### config.mk
export PLATFORM = sky130hd
export DESIGN_NAME = mlp_front
export DESIGN_NICKNAME = d
export VERILOG_FILES = /design/src/rtl/mlp_pkg.sv /design/src/rtl/mlp_front.sv
export SDC_FILE = /design/constraint.sdc
export NUM_CORES = 1
export LEC_CHECK = 0
export ABC_AREA = 1
export BUFFER_PORTS_ARGS = -buffer_cell sky130_fd_sc_hd__buf_2
export CORE_AREA = 2 2 97 99
export CTS_CLUSTER_SIZE = 24
export DETAILED_ROUTE_END_ITERATION = 6
export DIE_AREA = 0 0 99 101
export GPL_TIMING_DRIVEN = 0
export HOLD_SLACK_MARGIN = 0.06
export SLEW_MARGIN = 30
export SYNTH_ARGS = -nofsm -noshare
export SYNTH_HDL_FRONTEND = slang
export SYNTH_SLANG_ARGS = --single-unit
export TNS_END_PERCENT = 50
### constraint.sdc
create_clock -name clk -period 3.7 [get_ports clk]
set_clock_uncertainty 0.2 [all_clocks]
set_input_delay 0.37 -clock clk [delete_from_list [all_inputs] [get_ports clk]]
set_output_delay 0.37 -clock clk [all_outputs]
set_load 0.01 [all_outputs]
### src/rtl/mlp_pkg.sv
// ----------------------------------------------------------------------------
// mlp_pkg: shared types and constants of the two-layer perceptron
// Word formats, front-to-back command, register indexes, engine states and
// the sigmoid lookup table (sigmoid(i/32) in Q0.16 for i = 0..256).
// ----------------------------------------------------------------------------
`default_nettype none

package mlp_pkg;

  // input word as seen on the in_ channel
  typedef struct packed {
    logic               operation;
    logic               weight_layer;
    logic [6:0]         weight_row;
    logic [5:0]         weight_col;
    logic signed [15:0] weight_value;
    logic signed [15:0] feature_value;
    logic               feature_last;
  } in_word_t;

  // result word as seen on the out_ channel
  typedef struct packed {
    logic [5:0]         label_index;
    logic signed [15:0] label_activation;
    logic [15:0]        label_score;
    logic               label_predicted;
    logic               result_last;
  } out_word_t;

  // command kinds after classification
  typedef enum logic {
    CMD_WEIGHT  = 1'b0,
    CMD_FEATURE = 1'b1
  } cmd_kind_t;

  // classified command handed from front to back
  typedef struct packed {
    cmd_kind_t          kind;
    logic               wr_ok;
    logic               layer;
    logic [6:0]         row;
    logic [5:0]         col;
    logic signed [15:0] data;
    logic               last;
  } cmd_t;

  // register map, one 32-bit word per register
  typedef enum logic [1:0] {
    REG_INPUTS = 2'd0,
    REG_HIDDEN = 2'd1,
    REG_LABELS = 2'd2,
    REG_GAIN   = 2'd3
  } reg_idx_t;

  localparam int SIZE_W = 7;
  localparam int GAIN_W = 13;

  typedef struct packed {
    logic [SIZE_W-1:0] inputs;
    logic [SIZE_W-1:0] hidden;
    logic [SIZE_W-1:0] labels;
    logic [GAIN_W-1:0] gain;
  } cfg_t;

  localparam logic [SIZE_W-1:0] RST_SIZE = 7'd64;
  localparam logic [GAIN_W-1:0] RST_GAIN = 13'd0;

  // command queue between front and back
  localparam int QDEPTH = 2;
  localparam int QPW    = $clog2(QDEPTH);
  localparam int QCW    = $clog2(QDEPTH + 1);

  // engine sequencer states
  typedef enum logic [3:0] {
    ST_IDLE,
    ST_H_RD,
    ST_H_MUL,
    ST_H_ACC,
    ST_T_RD,
    ST_T_LUT,
    ST_T_MUL,
    ST_T_WB,
    ST_O_BRD,
    ST_O_BIAS,
    ST_O_RD,
    ST_O_MUL,
    ST_O_ACC,
    ST_S_LUT,
    ST_S_MUL,
    ST_EMIT
  } eng_state_t;

  // sigmoid table
  localparam int          TAB_LAST = 256;
  localparam logic [63:0] EXP_STEP = 64'd4162825044;

  typedef logic [TAB_LAST:0][16:0] sig_tab_t;

  // shift-and-subtract quotient, only evaluated while the table is built
  function automatic logic [63:0] long_quot(input logic [63:0] num,
                                            input logic [63:0] dvs);
    logic [63:0] q;
    logic [64:0] rem;
    q   = '0;
    rem = '0;
    for (int b = 63; b >= 0; b--) begin
      rem = {rem[63:0], num[b]};
      if (rem >= {1'b0, dvs}) begin
        rem  = rem - {1'b0, dvs};
        q[b] = 1'b1;
      end
    end
    return q;
  endfunction

  // e^(-i/32) by repeated rounded Q0.32 steps, entry = round(2^48 / (2^32 + e))
  function automatic sig_tab_t build_sig_table();
    logic [63:0] e;
    logic [63:0] den;
    sig_tab_t    t;
    e = 64'd1 << 32;
    for (int i = 0; i <= TAB_LAST; i++) begin
      den  = (64'd1 << 32) + e;
      t[i] = 17'(long_quot((64'd1 << 48) + (den >> 1), den));
      e    = (e * EXP_STEP + (64'd1 << 31)) >> 32;
    end
    return t;
  endfunction

  localparam sig_tab_t SIG_TABLE = build_sig_table();

endpackage

`default_nettype wire

### src/rtl/mlp_front.sv
// ----------------------------------------------------------------------------
// mlp_front: input acceptance, classification and command queue
// Decodes each input word into a weight write or a feature command, checks
// the weight position against the store bounds and queues the command.
// ----------------------------------------------------------------------------
`default_nettype none

module mlp_front
  import mlp_pkg::*;
#(
  parameter int MAX_INPUTS = 64,
  parameter int MAX_HIDDEN = 64,
  parameter int MAX_LABELS = 64
) (
  input  wire logic     clk,
  input  wire logic     rst_n,
  input  wire logic     in_valid,
  output logic          in_stall,
  input  wire in_word_t in_word,
  output logic          cmd_valid,
  output cmd_t          cmd,
  input  wire logic     cmd_pop
);

  cmd_t             cls;
  cmd_t             q_mem [QDEPTH];
  logic [QPW-1:0]   wr_ptr_r;
  logic [QPW-1:0]   rd_ptr_r;
  logic [QCW-1:0]   cnt_r;
  logic             push;

  // classify the incoming word
  always_comb begin
    cls.kind  = in_word.operation ? CMD_FEATURE : CMD_WEIGHT;
    cls.layer = in_word.weight_layer;
    cls.row   = in_word.weight_row;
    cls.col   = in_word.weight_col;
    cls.data  = in_word.operation ? in_word.feature_value : in_word.weight_value;
    cls.last  = in_word.feature_last;
    if (in_word.weight_layer) begin
      cls.wr_ok = (int'(in_word.weight_row) <= MAX_HIDDEN) &&
                  (int'(in_word.weight_col) < MAX_LABELS);
    end else begin
      cls.wr_ok = (int'(in_word.weight_row) <= MAX_INPUTS) &&
                  (int'(in_word.weight_col) < MAX_HIDDEN);
    end
  end

  assign in_stall  = (cnt_r == QCW'(QDEPTH));
  assign push      = in_valid && !in_stall;
  assign cmd_valid = (cnt_r != '0);
  assign cmd       = q_mem[rd_ptr_r];

  // queue storage
  always_ff @(posedge clk) begin
    if (push) begin
      q_mem[wr_ptr_r] <= cls;
    end
  end

  // queue pointers and fill count
  always_ff @(posedge clk) begin
    if (!rst_n) begin
      wr_ptr_r <= '0;
      rd_ptr_r <= '0;
      cnt_r    <= '0;
    end else begin
      if (push) begin
        wr_ptr_r <= QPW'(wr_ptr_r + 1'b1);
      end
      if (cmd_pop) begin
        rd_ptr_r <= QPW'(rd_ptr_r + 1'b1);
      end
      if (push && !cmd_pop) begin
        cnt_r <= QCW'(cnt_r + 1'b1);
      end else if (!push && cmd_pop) begin
        cnt_r <= QCW'(cnt_r - 1'b1);
      end
    end
  end

endmodule

`default_nettype wire

---- Word level (Yosys, flattened, before mapping) ----
Memories as Yosys holds them, arrays and structs flattened. A register that Yosys moved wholly into a read port is not among the register bits.
Index checks and enable logic that the tools add are counted.
word-level totals
  bits of input ports ..................... 52
  bits in latches ......................... 0
  memories kept ........................... 1
  bits in read-only memories .............. 0
  bits in writable memories ............... 66
  word-level logic and storage cells ...... 26
  bits in registers ....................... 4
  output and inout bits ................... 35
memory list
  memory  depth  width  read ports  clocked after Yosys merged registers in  write ports  line             text
  q_mem   2      33     1           1                                        1            mlp_front.sv:26  cmd_t q_mem [QDEPTH];
operators by class
  $mul .................................... 0
  shifts and indexed selects .............. 0
  eq/ne operators ......................... 1
  magnitude comparators ................... 1
  mux-type cells .......................... 8
  add/subtract/negate cells ............... 4
  div/mod/pow operators ................... 0
  reduce and logical (&&, ||, !) cells .... 8
  bitwise logic cells ..................... 0
operators by type and width
  kind                 number
  $mux 16              1
  $le 7x7->1 const B   1
  $mux 1               5
  $mux 2               2
  $reduce_bool 2->1    2
  $logic_and 1x1->1    3
  $logic_not 1->1      3
  $add 1x1->1 const B  2
  $add 2x1->2 const B  1
  $eq 2x2->1 const B   1
  $sub 2x1->2 const B  1

---- Depth between registers and ports, before layout ----
  word-level depth ........................ 7
  mapped depth ............................ 10
  gate-level depth less buffers ........... 10

---- Worst setup path before layout ----
OpenSTA, ideal clock, no wires.
  path kind ............................... register to register
  start ................................... reg cnt_r[1]
  end ..................................... mem q_mem[1][0] (netlist name), enable pin
  stages on the path, launching flop included .. 4
  data arrival time ....................... 1.872 ns
  required time ........................... 3.077 ns
  buffers on the path ..................... 0
  library setup time ...................... 0.423 ns
  clock period less this slack ............ 2.495 ns
  path slack .............................. 1.205 ns
  cell sequence ........................... dfxtp_1 inv_1 o21ai_2 nor2_1
on the way
  word-level cells in the longest chain between the ends .. 5
RTL lines
  element                       line             text
  start, declared               mlp_front.sv:29  logic [QCW-1:0] cnt_r;
  start signal, assigned        mlp_front.sv:75  cnt_r <= QCW'(cnt_r + 1'b1);
  start signal, assigned        mlp_front.sv:77  cnt_r <= QCW'(cnt_r - 1'b1);
  $eq 2x2->1                    mlp_front.sv:49  assign in_stall = (cnt_r == QCW'(QDEPTH));
  $logic_not 1->1               mlp_front.sv:50  assign push = in_valid && !in_stall;
  $logic_and 1x1->1             mlp_front.sv:50
  $mux 1                        mlp_front.sv:56  if (push) begin
  $mux 1 (not written as such)  mlp_front.sv:57  q_mem[wr_ptr_r] <= cls;
  end, declared                 mlp_front.sv:26
Every way passes these cells.

==> out/metrics.cfg <==
[yosys]
yosysTopAreaCell = edfxtp_1
synth_top_cell_area_share = 0.652
synthesis.nets = 215
synth_area_leaders = edfxtp_1 65%, mux2_4 20%, mux2_2 3.3%
syn_inst = 162
yosysWarnings = 0
synth.avg_cell_area_um2 = 18.8
ys_seq_area_frac = 0.685
synth_area_um2 = 3040
yosysUniqueCellTypes = 16
synth_seq_cells = 71

[floorplan]
die_area_um2 = 10000
start_util = 0.339
die_x_um = 99
core_area_um2 = 8980
ios = 87
rows = 35
fp.dieH_um = 101

[route]
drc = 0
drtIter0Drc = 31
wl_per_cell_um = 13.6
firstDrtPassIters = 4
via_per_inst = 4.31
routed_wl_um = 5360
vias = 1695
ant_nets = 0

[power_and_ir_drop]
combPwrFrac = 0.156
seqPwrFrac = 0.461
swShare = 0.217
ir_worst_vdd_v = 0.000275
powerDensity_nw_per_um2 = 515
net-switching-power_mw = 0.459
leakagePower_nw = 1.71
intPower_mw = 1.65
pwr-share-clk = 0.383

[worst_hold_path]
holdPathEnd = cnt_r[1]$_SDFFE_PN0P_
hp-class = input port to flip-flop
whs_path_depth = 3
hold_start = rst_n

[timing]
tightest_slew_ns = 0.487
setup_violations = 0
rsz0062_at_grt = false
clock.fmax_ghz = 0.500
hold_viol_final = 0
finalMaxSlewViolations = 0
final.min_clock_period_ns = 2.00
tns_ns = 0
timing.hold.ws_ns = 0.0873
relSlewSlack = 0.675
fin_crit_sh = 0.541

[critical_path]
crit_chain = buf_6 -> buf_12 -> mux2_4 -> buf_2
worstRegToRegCells = 4
r2r_start = cnt_r[1]$_SDFFE_PN0P_
reg2reg_to = q_mem[1][25]$_DFFE_PP_
start_kind = flip-flop
cp_num_buf_inv = 3
cpPeakStageDelay_ns = 0.33
path_delay_family = buffers and inverters
crit_path_end_kind = primary output
crit_type = flip-flop to primary output
crit_fanout = 10
cp.arrival_ns = 1.43
critPathSlowestCell = dfxtp_1
cp.required_ns = 3.13
rrSetupSlack_ns = 1.99

[finish]
nFillCells = 837
multi_input_area_um2 = 845
seq_area_um2 = 2080
finalNonFillerCells = 393
diodes = 0
fin_nets = 330
drive_gt1_frac = 0.574
syn_to_final_growth_pct = 35.2

[global_route]
grt_pass1_vias = 1724
track_usage = 0.116
grt_pass1_wl_um = 8410
antenna_found_initial = 0
grt_max_degree = 22
grt-ovfl-total = 0

[clocking]
clock_latency_ns = 0.34
clock_sinks = 71
root_buffer = clkbuf_8
cts_max_level = 3
clk_path_buf_depth = 2
cts_tree = done
cts_setup_buffers = 0
cts_made_buffers = 9
clk_pin_slew_ns = 0.08

[flow_run]
maxCapViolCount = 0

[place]
dp.cells = 361
gp_congestion = 0.653
dpl.hpwl_um = 3690
port_buffers = 86

[status]
status = finished, final reports clean

==> state kept, by name, indices dropped and copies added (netlist names), named ones only <==
name	cells
q_mem	66
wr_ptr_r	1
cnt_r	2
rd_ptr_r	1
==> cells in the mapped netlist <==
cell type	instances
a21oi_1	1
buf_12	3
buf_6	2
buf_8	1
dfxtp_1	5
edfxtp_1	66
ha_1	1
inv_1	8
mux2_2	9
mux2_4	40
nand2_1	8
nand3_1	2
nand4_1	1
nor2_1	12
o21ai_0	2
o21ai_2	1
==> cell families (layout without fill, tap and decap cells) <==
logic type | Yosys count | in the layout | synth area share
adder cells (fa/ha/maj) | 1 | 1 | 0.00412
flip-flops | 71 | 71 | 0.685
AND/OR/NAND/NOR | 23 | 23 | 0.0301
multiplexers | 49 | 49 | 0.231
AO/OA/AOI/OAI | 4 | 4 | 0.00782
buffers and inverters | 14 | 134 | 0.0420
==> final cells by class <==
cell class / instances / share of cell area
flip-flops and latches: 71 / 0.507
multi-input cells: 77 / 0.206
repair buffers: 104 / 0.157
clock inverters: 7 / 0.0353
well taps: 111 / 0.0338
clock buffers: 9 / 0.0302
plain buffers: 6 / 0.0238
inverters: 8 / 0.00731
==> layout by cell type, fill, tap and decap left out <==
cell           instances
a21oi_1                1
buf_12                 3
buf_16                 2
buf_2                 86
buf_6                  2
buf_8                  1
bufinv_16              4
clkbuf_8               9
clkinv_4               2
clkinvlp_4             1
dfxtp_1                5
dlygate4sd3_1         16
edfxtp_1              66
ha_1                   1
inv_1                  8
mux2_2                 9
mux2_4                40
nand2_1                8
nand3_1                2
nand4_1                1
nor2_1                10
nor2_4                 2
o21ai_0                2
o21ai_2                1
==> worst max-delay path by stage <==
stage | from | endpoint | slack, ns | depth (start not counted)
3_5_place_dp | in_valid | q_mem[0][18]$_DFFE_PP_ | 1.97 | 4
2_1_floorplan | cnt_r[1]$_SDFFE_PN0P_ | q_mem[1][0]$_DFFE_PP_ | 1.21 | 3
4_1_cts | flip-flop | cmd[31] | 1.66 | 4
5_1_grt | flip-flop | cmd[31] | 1.61 | 4
3_3_place_gp | in_valid | q_mem[0][18]$_DFFE_PP_ | 0.19 | 3
6_report | flip-flop | cmd[31] | 1.70 | 4
==> tightest hold or removal path: stages <==
cell	delay, ns
buf_2	0.12
nand2_1	0.06
nor2_1	0.03
==> metal layers <==
| layer | track usage | share of wire |
|---|---|---|
| met1 | 0.124 | 0.39 |
| met2 | 0.202 | 0.54 |
| met3 | 0.0277 | 0.049 |
| met4 | 0.0790 | 0.021 |
| met5 | 0 | 0 |
==> metrics by stage <==
stage | power (mW) | cell area [um^2] | setup WS, ns | util
after floorplan | 1.19 | 3040 | 1.21 | -
after global placement | 1.30 | 3610 | 0.193 | 0.402
after detailed placement | 1.32 | 3680 | 1.97 | 0.410
after CTS | 2.15 | 4110 | 1.66 | 0.458
after global routing | 2.21 | 4110 | 1.61 | 0.458
final | 2.11 | 4110 | 1.70 | 0.458
==> power groups by stage <==
stage               clock [mW]  combinational, mW  sequential, mW
global placement             0              0.300           0.996
finish                   0.809              0.330           0.975
detailed placement           0              0.324           0.995
CTS                      0.833              0.338           0.976
global route             0.868              0.361           0.982
floorplan                    0              0.197           0.992
==> timing repair <==
item,4_1_cts,5_1_grt
endpoints found under the hold margin,32,0
gates resized for setup,0,0
hold buffers,16,0
No activity file was read; power rests on OpenSTA's default activity.
